## config.mk

```make
export PLATFORM = sky130hd
export DESIGN_NAME = iambic_morse_keyer_top
export DESIGN_NICKNAME = d
export VERILOG_FILES = /design/src/rtl/iamk_pkg.sv /design/src/rtl/iamk_cfg.sv /design/src/rtl/iamk_core.sv /design/src/rtl/iamk_out_buf.sv /design/src/rtl/iambic_morse_keyer_top.sv
export SDC_FILE = /design/constraint.sdc
export NUM_CORES = 1
export LEC_CHECK = 0
export BUFFER_PORTS_ARGS = -buffer_cell sky130_fd_sc_hd__buf_4
export CAP_MARGIN = 20
export CORE_ASPECT_RATIO = 2
export CORE_MARGIN = 2
export CORE_UTILIZATION = 45
export CTS_CLUSTER_DIAMETER = 200
export DETAILED_ROUTE_END_ITERATION = 12
export PLACE_DENSITY = 0.71
export SLEW_MARGIN = 15
export SYNTH_ARGS = -nofsm -noshare
export SYNTH_HDL_FRONTEND = slang
export SYNTH_HIERARCHICAL = 1
export SYNTH_SLANG_ARGS = --single-unit
```

## constraint.sdc

```tcl
create_clock -name clk -period 5.9 [get_ports clk]
set_clock_uncertainty 0.1 [all_clocks]
set_input_delay 0.295 -clock clk [delete_from_list [all_inputs] [get_ports clk]]
set_output_delay 0.295 -clock clk [all_outputs]
set_load 0.005 [all_outputs]
```

## src/rtl/iamk_pkg.sv

```systemverilog
package iamk_pkg;

  // One tick of paddle contacts.
  typedef struct packed {
    logic left_contact;
    logic right_contact;
  } iamk_in_t;

  // One result per tick.
  typedef struct packed {
    logic       key_level;
    logic       char_ready;
    logic [6:0] char_ascii;
    logic [7:0] element_pattern;
  } iamk_out_t;

  // Settings passed from the register block to the keyer core.
  typedef struct packed {
    logic [10:0] dit_ticks;
    logic        swap_paddles;
    logic        mode_b;
  } iamk_cfg_t;

  // Register map: index is the byte address divided by four.
  localparam int unsigned ADDR_W = 4;
  localparam int unsigned DATA_W = 32;

  typedef enum logic [1:0] {
    REG_DIT_TICKS    = 2'd0,
    REG_SWAP_PADDLES = 2'd1,
    REG_MODE_B       = 2'd2
  } iamk_reg_t;

  localparam logic [10:0] DIT_TICKS_RESET = 11'd60;

  // Stable keyer phases, one-hot. The checking phases and the key-down
  // preparation never last beyond a tick and so have no code of their own.
  typedef enum logic [3:0] {
    PH_IDLE     = 4'b0001,
    PH_KEYED    = 4'b0010,
    PH_GAP      = 4'b0100,
    PH_PRE_IDLE = 4'b1000
  } iamk_phase_t;

  // Element pattern starts as a single zero under a pad of ones.
  localparam logic [7:0] PATTERN_START = 8'hFE;
  localparam logic [6:0] ASCII_SPACE   = 7'h20;

  // Morse table: padded pattern (dit 0, dah 1) to ASCII.
  function automatic logic [6:0] decode_pattern(input logic [7:0] pat);
    logic [6:0] ch;
    case (pat)
      8'hF9:   ch = 7'h41; // A
      8'hE8:   ch = 7'h42; // B
      8'hEA:   ch = 7'h43; // C
      8'hF4:   ch = 7'h44; // D
      8'hFC:   ch = 7'h45; // E
      8'hE2:   ch = 7'h46; // F
      8'hF6:   ch = 7'h47; // G
      8'hE0:   ch = 7'h48; // H
      8'hF8:   ch = 7'h49; // I
      8'hE7:   ch = 7'h4A; // J
      8'hF5:   ch = 7'h4B; // K
      8'hE4:   ch = 7'h4C; // L
      8'hFB:   ch = 7'h4D; // M
      8'hFA:   ch = 7'h4E; // N
      8'hF7:   ch = 7'h4F; // O
      8'hE6:   ch = 7'h50; // P
      8'hED:   ch = 7'h51; // Q
      8'hF2:   ch = 7'h52; // R
      8'hF0:   ch = 7'h53; // S
      8'hFD:   ch = 7'h54; // T
      8'hF1:   ch = 7'h55; // U
      8'hE1:   ch = 7'h56; // V
      8'hF3:   ch = 7'h57; // W
      8'hE9:   ch = 7'h58; // X
      8'hEB:   ch = 7'h59; // Y
      8'hEC:   ch = 7'h5A; // Z
      8'hDF:   ch = 7'h30; // 0
      8'hCF:   ch = 7'h31; // 1
      8'hC7:   ch = 7'h32; // 2
      8'hC3:   ch = 7'h33; // 3
      8'hC1:   ch = 7'h34; // 4
      8'hC0:   ch = 7'h35; // 5
      8'hD0:   ch = 7'h36; // 6
      8'hD8:   ch = 7'h37; // 7
      8'hDC:   ch = 7'h38; // 8
      8'hDE:   ch = 7'h39; // 9
      8'hD2:   ch = 7'h2F; // slash
      8'h8C:   ch = 7'h3F; // question mark
      8'hCA:   ch = 7'h2A; // asterisk
      8'h00:   ch = 7'h23; // hash
      default: ch = ASCII_SPACE;
    endcase
    return ch;
  endfunction

endpackage

```

## src/rtl/iamk_cfg.sv

```systemverilog
module iamk_cfg (
  input  logic                         clk,
  input  logic                         rst_n,
  input  logic                         psel,
  input  logic                         penable,
  input  logic                         pwrite,
  input  logic [iamk_pkg::ADDR_W-1:0]  paddr,
  input  logic [iamk_pkg::DATA_W-1:0]  pwdata,
  output logic [iamk_pkg::DATA_W-1:0]  prdata,
  output logic                         pready,
  output iamk_pkg::iamk_cfg_t          cfg
);
  import iamk_pkg::*;

  logic [10:0] dit_ticks_r;
  logic        swap_paddles_r;
  logic        mode_b_r;
  logic        wr_en;
  iamk_reg_t   reg_sel;

  assign pready  = 1'b1;
  assign wr_en   = psel & penable & pwrite;
  assign reg_sel = iamk_reg_t'(paddr[3:2]);

  // Register writes complete in the access phase.
  always_ff @(posedge clk) begin
    if (!rst_n) begin
      dit_ticks_r    <= DIT_TICKS_RESET;
      swap_paddles_r <= 1'b0;
      mode_b_r       <= 1'b1;
    end else if (wr_en) begin
      case (reg_sel)
        REG_DIT_TICKS:    dit_ticks_r    <= pwdata[10:0];
        REG_SWAP_PADDLES: swap_paddles_r <= pwdata[0];
        REG_MODE_B:       mode_b_r       <= pwdata[0];
        default: ;
      endcase
    end
  end

  // Read-back multiplexer.
  always_comb begin
    case (reg_sel)
      REG_DIT_TICKS:    prdata = DATA_W'(dit_ticks_r);
      REG_SWAP_PADDLES: prdata = DATA_W'(swap_paddles_r);
      REG_MODE_B:       prdata = DATA_W'(mode_b_r);
      default:          prdata = '0;
    endcase
  end

  assign cfg = '{dit_ticks: dit_ticks_r, swap_paddles: swap_paddles_r, mode_b: mode_b_r};

endmodule

```

## src/rtl/iamk_core.sv

```systemverilog
module iamk_core #(
  parameter int unsigned TIMER_BITS = 12
) (
  input  logic                 clk,
  input  logic                 rst_n,
  input  logic                 adv,
  input  iamk_pkg::iamk_in_t   contacts,
  input  iamk_pkg::iamk_cfg_t  cfg,
  output iamk_pkg::iamk_out_t  result
);
  import iamk_pkg::*;

  // Durations are worked out at 13 bits (three dits of the longest setting)
  // or at the timer width, whichever is larger.
  localparam int unsigned DUR_W = 13;
  localparam int unsigned CMP_W = (TIMER_BITS > DUR_W) ? TIMER_BITS : DUR_W;
  localparam logic [CMP_W-1:0] LIM_MAX = CMP_W'((64'd1 << TIMER_BITS) - 64'd2);

  iamk_phase_t           phase_r,  phase_nxt;
  logic                  dit_latch_r, dit_latch_nxt;
  logic                  dah_latch_r, dah_latch_nxt;
  logic                  dip_r,    dip_nxt;
  logic [TIMER_BITS-1:0] cnt_r,    cnt_nxt;
  logic [TIMER_BITS-1:0] lim_r,    lim_nxt;
  logic [7:0]            pat_r,    pat_nxt;
  logic                  key_r,    key_nxt;

  logic                  dit_pad, dah_pad, dit_or, dah_or;
  logic [TIMER_BITS-1:0] cnt_inc;
  logic                  done;
  logic [CMP_W-1:0]      dur1, dur2, dur3;
  logic [TIMER_BITS-1:0] lim1, lim2, lim3;
  logic                  kd_go, kd_dit, ready;
  logic [7:0]            kd_base;

  // Paddle mapping and latches merged with the current contacts.
  assign dit_pad = cfg.swap_paddles ? contacts.right_contact : contacts.left_contact;
  assign dah_pad = cfg.swap_paddles ? contacts.left_contact  : contacts.right_contact;
  assign dit_or  = dit_latch_r | dit_pad;
  assign dah_or  = dah_latch_r | dah_pad;

  // Interval counter advances once per tick and sticks at all ones.
  assign cnt_inc = (cnt_r == '1) ? cnt_r : cnt_r + 1'b1;
  assign done    = cnt_inc > lim_r;

  // Timer durations, held below the counter's top value so they expire.
  assign dur1 = CMP_W'(cfg.dit_ticks);
  assign dur2 = CMP_W'({cfg.dit_ticks, 1'b0});
  assign dur3 = dur1 + dur2;
  assign lim1 = (dur1 > LIM_MAX) ? LIM_MAX[TIMER_BITS-1:0] : dur1[TIMER_BITS-1:0];
  assign lim2 = (dur2 > LIM_MAX) ? LIM_MAX[TIMER_BITS-1:0] : dur2[TIMER_BITS-1:0];
  assign lim3 = (dur3 > LIM_MAX) ? LIM_MAX[TIMER_BITS-1:0] : dur3[TIMER_BITS-1:0];

  // The whole chain of phase changes that one tick can make, folded from
  // each stable phase. Any path that reaches the dit or dah check with a
  // latch set ends in a new element, which the tail of this block applies.
  always_comb begin
    phase_nxt     = phase_r;
    dit_latch_nxt = dit_latch_r;
    dah_latch_nxt = dah_latch_r;
    dip_nxt       = dip_r;
    cnt_nxt       = cnt_inc;
    lim_nxt       = lim_r;
    pat_nxt       = pat_r;
    key_nxt       = key_r;
    kd_go         = 1'b0;
    kd_dit        = 1'b0;
    kd_base       = pat_r;
    ready         = 1'b0;

    case (phase_r)
      PH_KEYED: begin
        if (done) begin
          // Key up and start the element gap; the gap samples the paddles.
          key_nxt       = 1'b0;
          phase_nxt     = PH_GAP;
          cnt_nxt       = '0;
          lim_nxt       = lim1;
          dit_latch_nxt = dit_or;
          dah_latch_nxt = dah_or;
        end else if (cfg.mode_b) begin
          dit_latch_nxt = dit_or;
          dah_latch_nxt = dah_or;
        end
      end
      PH_GAP: begin
        dit_latch_nxt = dit_or;
        dah_latch_nxt = dah_or;
        if (done) begin
          if (dip_r) begin
            // After a dit the dah latch is checked first.
            dip_nxt       = 1'b0;
            dit_latch_nxt = 1'b0;
            if (dah_or) begin
              kd_go = 1'b1;
            end else if (dit_pad) begin
              kd_go  = 1'b1;
              kd_dit = 1'b1;
            end else begin
              phase_nxt = PH_PRE_IDLE;
              cnt_nxt   = '0;
              lim_nxt   = lim2;
            end
          end else begin
            dah_latch_nxt = 1'b0;
            if (dit_or || dah_pad) begin
              kd_go  = 1'b1;
              kd_dit = dit_or;
            end else begin
              phase_nxt = PH_PRE_IDLE;
              cnt_nxt   = '0;
              lim_nxt   = lim2;
            end
          end
        end
      end
      PH_PRE_IDLE: begin
        if (dit_or || dah_or) begin
          kd_go  = 1'b1;
          kd_dit = dit_or;
        end else if (done) begin
          // Character gap over: report the pattern.
          ready     = 1'b1;
          phase_nxt = PH_IDLE;
        end
      end
      default: begin
        if (dit_or || dah_or) begin
          kd_go   = 1'b1;
          kd_dit  = dit_or;
          kd_base = PATTERN_START;
        end
      end
    endcase

    // Start a new element: shift it in, load its timer, key down.
    if (kd_go) begin
      key_nxt       = 1'b1;
      dit_latch_nxt = 1'b0;
      dah_latch_nxt = 1'b0;
      phase_nxt     = PH_KEYED;
      cnt_nxt       = '0;
      if (kd_dit) begin
        dip_nxt = 1'b1;
        lim_nxt = lim1;
        pat_nxt = {kd_base[6:0], 1'b0};
      end else begin
        lim_nxt = lim3;
        pat_nxt = {kd_base[6:0], 1'b1};
      end
    end
  end

  // Keyer state advances once per processed tick.
  always_ff @(posedge clk) begin
    if (!rst_n) begin
      phase_r     <= PH_IDLE;
      dit_latch_r <= 1'b0;
      dah_latch_r <= 1'b0;
      dip_r       <= 1'b0;
      cnt_r       <= '0;
      lim_r       <= '0;
      pat_r       <= PATTERN_START;
      key_r       <= 1'b0;
    end else if (adv) begin
      phase_r     <= phase_nxt;
      dit_latch_r <= dit_latch_nxt;
      dah_latch_r <= dah_latch_nxt;
      dip_r       <= dip_nxt;
      cnt_r       <= cnt_nxt;
      lim_r       <= lim_nxt;
      pat_r       <= pat_nxt;
      key_r       <= key_nxt;
    end
  end

  // Character fields read as zero unless a character completes.
  assign result = '{key_level:       key_nxt,
                    char_ready:      ready,
                    char_ascii:      ready ? decode_pattern(pat_r) : 7'd0,
                    element_pattern: ready ? pat_r : 8'd0};

endmodule

```

## src/rtl/iamk_out_buf.sv

```systemverilog
module iamk_out_buf (
  input  logic                 clk,
  input  logic                 rst_n,
  input  logic                 push,
  input  iamk_pkg::iamk_out_t  push_data,
  output logic                 full,
  output logic                 out_valid,
  input  logic                 out_stall,
  output iamk_pkg::iamk_out_t  out_data
);
  import iamk_pkg::*;

  logic      head_valid_r;
  logic      skid_valid_r;
  iamk_out_t head_r;
  iamk_out_t skid_r;
  logic      pop;

  assign pop       = head_valid_r & ~out_stall;
  assign full      = skid_valid_r;
  assign out_valid = head_valid_r;
  assign out_data  = head_r;

  // Control: head register shown on the port, skid entry behind it.
  always_ff @(posedge clk) begin
    if (!rst_n) begin
      head_valid_r <= 1'b0;
      skid_valid_r <= 1'b0;
    end else if (!head_valid_r || pop) begin
      head_valid_r <= skid_valid_r | push;
      skid_valid_r <= 1'b0;
    end else if (push) begin
      skid_valid_r <= 1'b1;
    end
  end

  // Payload: no push arrives while the skid entry is occupied.
  always_ff @(posedge clk) begin
    if (!head_valid_r || pop) begin
      head_r <= skid_valid_r ? skid_r : push_data;
    end else if (push) begin
      skid_r <= push_data;
    end
  end

endmodule

```

## src/rtl/iambic_morse_keyer_top.sv

```systemverilog
// Channel   Direction  Handshake                 Payload
// in_       input      in_valid / in_stall       iamk_in_t  (paddle contacts of one tick)
// out_      output     out_valid / out_stall     iamk_out_t (key level, character)
// config    input      psel penable pwrite pready 32-bit data, registers at 0x0, 0x4, 0x8
//
// One tick is accepted per cycle while in_stall is low; each tick and its result
// pass through the input register and then the output register.
// The whole chain of keyer phase changes for a tick is worked out combinationally.
// Synchronous reset puts the keyer in idle, key up, dit length 60, mode B.
// A two-entry output buffer takes results while the consumer stalls;
// in_stall rises only once both entries hold results.
module iambic_morse_keyer_top #(
  parameter int unsigned TIMER_BITS = 12
) (
  input  logic                         clk,
  input  logic                         rst_n,
  input  logic                         in_valid,
  output logic                         in_stall,
  input  iamk_pkg::iamk_in_t           in_data,
  output logic                         out_valid,
  input  logic                         out_stall,
  output iamk_pkg::iamk_out_t          out_data,
  input  logic                         psel,
  input  logic                         penable,
  input  logic                         pwrite,
  input  logic [iamk_pkg::ADDR_W-1:0]  paddr,
  input  logic [iamk_pkg::DATA_W-1:0]  pwdata,
  output logic [iamk_pkg::DATA_W-1:0]  prdata,
  output logic                         pready
);
  import iamk_pkg::*;

  logic      in_valid_r;
  iamk_in_t  in_data_r;
  logic      buf_full;
  logic      adv;
  logic      in_xfer;
  iamk_cfg_t cfg;
  iamk_out_t result;

  assign adv      = in_valid_r & ~buf_full;
  assign in_stall = in_valid_r & buf_full;
  assign in_xfer  = in_valid & ~in_stall;

  // Input register: refilled in the same cycle that its tick moves on.
  always_ff @(posedge clk) begin
    if (!rst_n) begin
      in_valid_r <= 1'b0;
    end else if (in_xfer) begin
      in_valid_r <= 1'b1;
    end else if (adv) begin
      in_valid_r <= 1'b0;
    end
  end

  always_ff @(posedge clk) begin
    if (in_xfer) begin
      in_data_r <= in_data;
    end
  end

  iamk_cfg u_cfg (
    .clk     (clk),
    .rst_n   (rst_n),
    .psel    (psel),
    .penable (penable),
    .pwrite  (pwrite),
    .paddr   (paddr),
    .pwdata  (pwdata),
    .prdata  (prdata),
    .pready  (pready),
    .cfg     (cfg)
  );

  iamk_core #(
    .TIMER_BITS (TIMER_BITS)
  ) u_core (
    .clk      (clk),
    .rst_n    (rst_n),
    .adv      (adv),
    .contacts (in_data_r),
    .cfg      (cfg),
    .result   (result)
  );

  iamk_out_buf u_out_buf (
    .clk       (clk),
    .rst_n     (rst_n),
    .push      (adv),
    .push_data (result),
    .full      (buf_full),
    .out_valid (out_valid),
    .out_stall (out_stall),
    .out_data  (out_data)
  );

endmodule

```

==> run_results.csv <==
group,metric,value,unit
drt,ant_nets,0,
synth,synth-edff-count,36,
finish,stdcell_count,941,
critical_path,critPathCaptureType,"flip-flop",
clocking,cts_buffers,9,
critical_path,ff2ff_path_depth,15,
run_status,status,"finished clean",
critical_path,setup.worst_path.class,"reg -> reg",
global_routing,grt_overflow,0,
finish,ff_latch_area,2200,um^2
clocking,cts_hold_buffers,0,
job,cap_violations,0,
power_and_ir_drop,leakage,2.60,nW
critical_path,worst_r2r_endpoint,"u_out_buf/out_data[12]$_DFFE_PP_",
timing,finalCritPeriodShare,85.3,%
critical_path,required,5890,ps
power_and_ir_drop,vdd_drop_max,0.000129,V
place,hpwl,12100,um
critical_path,critPathMaxStageDelay,670,ps
synth,synth_top_area_share,17.7,%
clocking,cts-root-buf,"clkbuf_16",
floorplanning,io_pins,97,
drt,wire_per_inst,16.9,um
clocking,clock_latency,350,ps
synth,synth-main-ff-cell,"dfxtp_1",
finish,nFillCells,1303,
synth,synth.most_common_cell,"nand2_1",
timing,min_period,5030,ps
critical_path,path_buf_inv,0,
timing,grt_setup_unrepaired,"false",
finish,nNetsFinal,817,
clocking,cts_setup_buffers,0,
timing,relSlewSlack,31.4,%
floorplanning,die_y,172,um
global_routing,antenna_found_initial,0,
timing,finalSetupViolCount,0,
timing,clock.fmax,0.199,GHz
floorplanning,die_w,87.8,um
global_routing,grt_pass1_wl,26000,um
clocking,clkTransAtPathRegs,70,ps
synth,yosysWarningCount,6,
clocking,clockBufferDepth,2,
timing,finalMaxSlewViolations,0,
place,gp_congestion,0.898,
synth,synth_largest_area_cell,"dfxtp_1",
global_routing,grt_pass1_vias,5568,
drt,drtIter0Drc,354,
finish,layout-drive-gt1-share,14.6,%
drt,vias,5542,
clocking,cts_tree,"done",
synth,synthCells,734,
synth,ys_types,80,
synth,synth.avg_cell_area,8.62,um^2
critical_path,cp_top_family,"simple AND/OR/NAND/NOR gates",
critical_path,critPathArrivalTime,5020,ps
global_routing,grt_max_degree,44,
drt,dr.pass1.iters,5,
finish,final_util,50.2,%
floorplanning,start_util,45.8,%
synth,synth_area,6330,um^2
synth,synth-async-reset-ratio,0,%
hold_path,hold_path_class,"in -> reg",
clocking,ctsResizeCount,0,
power_and_ir_drop,power.density,210,nW/um^2
place,dpl.cell_count,924,
timing,setup_ws,869,ps
global_routing,gr-usage-all-layers,21.7,%
place,io_buffers,51,
floorplanning,die-area,15100,um^2
critical_path,r2r_setup_slack,870,ps
critical_path,worstPathCellList,"ha_1 -> nand2_1 -> nor3_1 -> nand2b_1 -> nand4_1 -> xnor2_1 -> ha_1 -> nand4_1 -> nor2_1 -> a221o_1 -> o21ai_0 -> nor2_1 -> nand2_1 -> a31oi_1 -> mux2_4",
critical_path,startpoint_type,"flip-flop",
clocking,clock_sinks,92,
finish,area_growth,9.53,%
critical_path,reg2reg_from,"u_core/cnt_r[0]$_SDFFE_PN0P_",
floorplanning,coreArea,13800,um^2
critical_path,slowest_stage,"o21ai_0",
hold_path,min_path_cells,1,
clocking,htreeDepth,3,
drt,finalWirelength,15900,um
synth,yosys-top-cells-area,"dfxtp_1 18%, edfxtp_1 17%, ha_1 4.7%",
floorplanning,rows,61,
place,dp_slack,1150,ps
hold_path,min_to,"in_data_r[1]$_DFFE_PP_",
critical_path,worstPathMaxFanout,12,
timing,worst_slew_pin_slew,1030,ps
drt,drc_errors,0,
synth,synth.top_cells.by_count,"70 x nand2_1, 56 x dfxtp_1, 53 x a21oi_1",
synth,yosysSeqAreaShare,34.8,%
timing,hold_viol,0,
synth,ys_ff_latch,92,
timing,setup_tns,0,ps
hold_path,min-delay-start,"in_data[1]",
finish,multi_input_area,3650,um^2
drt,vias_per_cell,5.89,
finish,antenna_cells,0,
timing,whs,17.2,ps
## layer usage
metal  routed length, um  GRT usage, %  vias up  share of wire (%)
met5                   0             0        -                  0
met4                 937          14.7        0                5.9
met3                 433          2.74       54                2.7
met2                8920          41.0      174                 56
met1                5640          21.0     2614                 35
li1                    -             -     2700                  -
## cells by family (layout without fill, tap and decap cells)
| kind of cell | Yosys count | in the layout | synth area share [%] |
|---|---|---|---|
| buffers and inverters | 105 | 103 | 8.70 |
| other | 2 | 22 | 0.119 |
| AND/OR/NAND/NOR | 256 | 256 | 20.6 |
| XOR/XNOR | 20 | 20 | 2.77 |
| AO/OA/AOI/OAI | 201 | 201 | 21.8 |
| flip-flops | 92 | 92 | 34.8 |
| adder cells (fa/ha/maj) | 25 | 25 | 5.06 |
| multiplexers | 33 | 33 | 6.17 |
## per-stage QoR
step | area (um^2) | power [mW]
5_1_grt | 6930 | 1.50
4_1_cts | 6920 | 1.46
6_report | 6930 | 1.45
3_5_place_dp | 6620 | 0.885
3_3_place_gp | 6620 | 0.879
2_1_floorplan | 6400 | 0.841
## placed cells by master, fill, tap and decap left out, drive strengths merged, types with 22 or more instances in the layout
cell,instances
nand2,70
dfxtp,56
buf,56
a21oi,54
nor2,46
o21ai,39
edfxtp,36
nand3,36
inv,35
ha,24
nor3,24
conb,22
## registers in the layout, summed over array words and instances, names as in the netlist
register,cells
u_out_buf/out_data,17
u_out_buf/skid_r,17
u_core/cnt_r,12
u_core/lim_r,12
u_cfg/dit_ticks_r,11
u_core/pat_r,8
u_core/phase_r,4
in_data_r,2
in_valid_r,1
u_cfg/mode_b_r,1
u_cfg/swap_paddles_r,1
u_core/dah_latch_r,1
u_core/dip_r,1
u_core/dit_latch_r,1
u_core/key_r,1
u_out_buf/full,1
u_out_buf/out_valid,1
## worst max path at each step
| stage | start | depth (start not counted) | end | slack, ps |
|---|---|---|---|---|
| after detailed placement | u_core/cnt_r[0]$_SDFFE_PN0P_ | 15 | u_out_buf/out_data[12]$_DFFE_PP_ | 1150 |
| after global placement | u_core/cnt_r[0]$_SDFFE_PN0P_ | 15 | u_out_buf/out_data[12]$_DFFE_PP_ | 1160 |
| final | u_core/cnt_r[0]$_SDFFE_PN0P_ | 15 | u_out_buf/out_data[12]$_DFFE_PP_ | 870 |
| after CTS | u_core/cnt_r[0]$_SDFFE_PN0P_ | 15 | u_out_buf/out_data[12]$_DFFE_PP_ | 1100 |
| after floorplan | u_core/cnt_r[0]$_SDFFE_PN0P_ | 16 | u_out_buf/out_data[5]$_DFFE_PP_ | 1970 |
| after global routing | u_core/cnt_r[0]$_SDFFE_PN0P_ | 15 | u_out_buf/out_data[12]$_DFFE_PP_ | 620 |
## cell type report
| type | count | share of cell area [%] |
|---|---|---|
| flip-flops and latches | 92 | 31.8 |
| inverters | 31 | 1.68 |
| multi-input cells | 557 | 52.7 |
| clock buffers | 9 | 3.25 |
| clock inverters | 7 | 1.10 |
| well taps | 189 | 3.41 |
| repair buffers | 56 | 6.12 |
## power breakdown
group / switching, mW / internal [mW]
logic: 0.106 / 0.0723
clock network: 0.275 / 0.301
registers: 0.0212 / 0.676
Power figures use the tool's default switching activity.
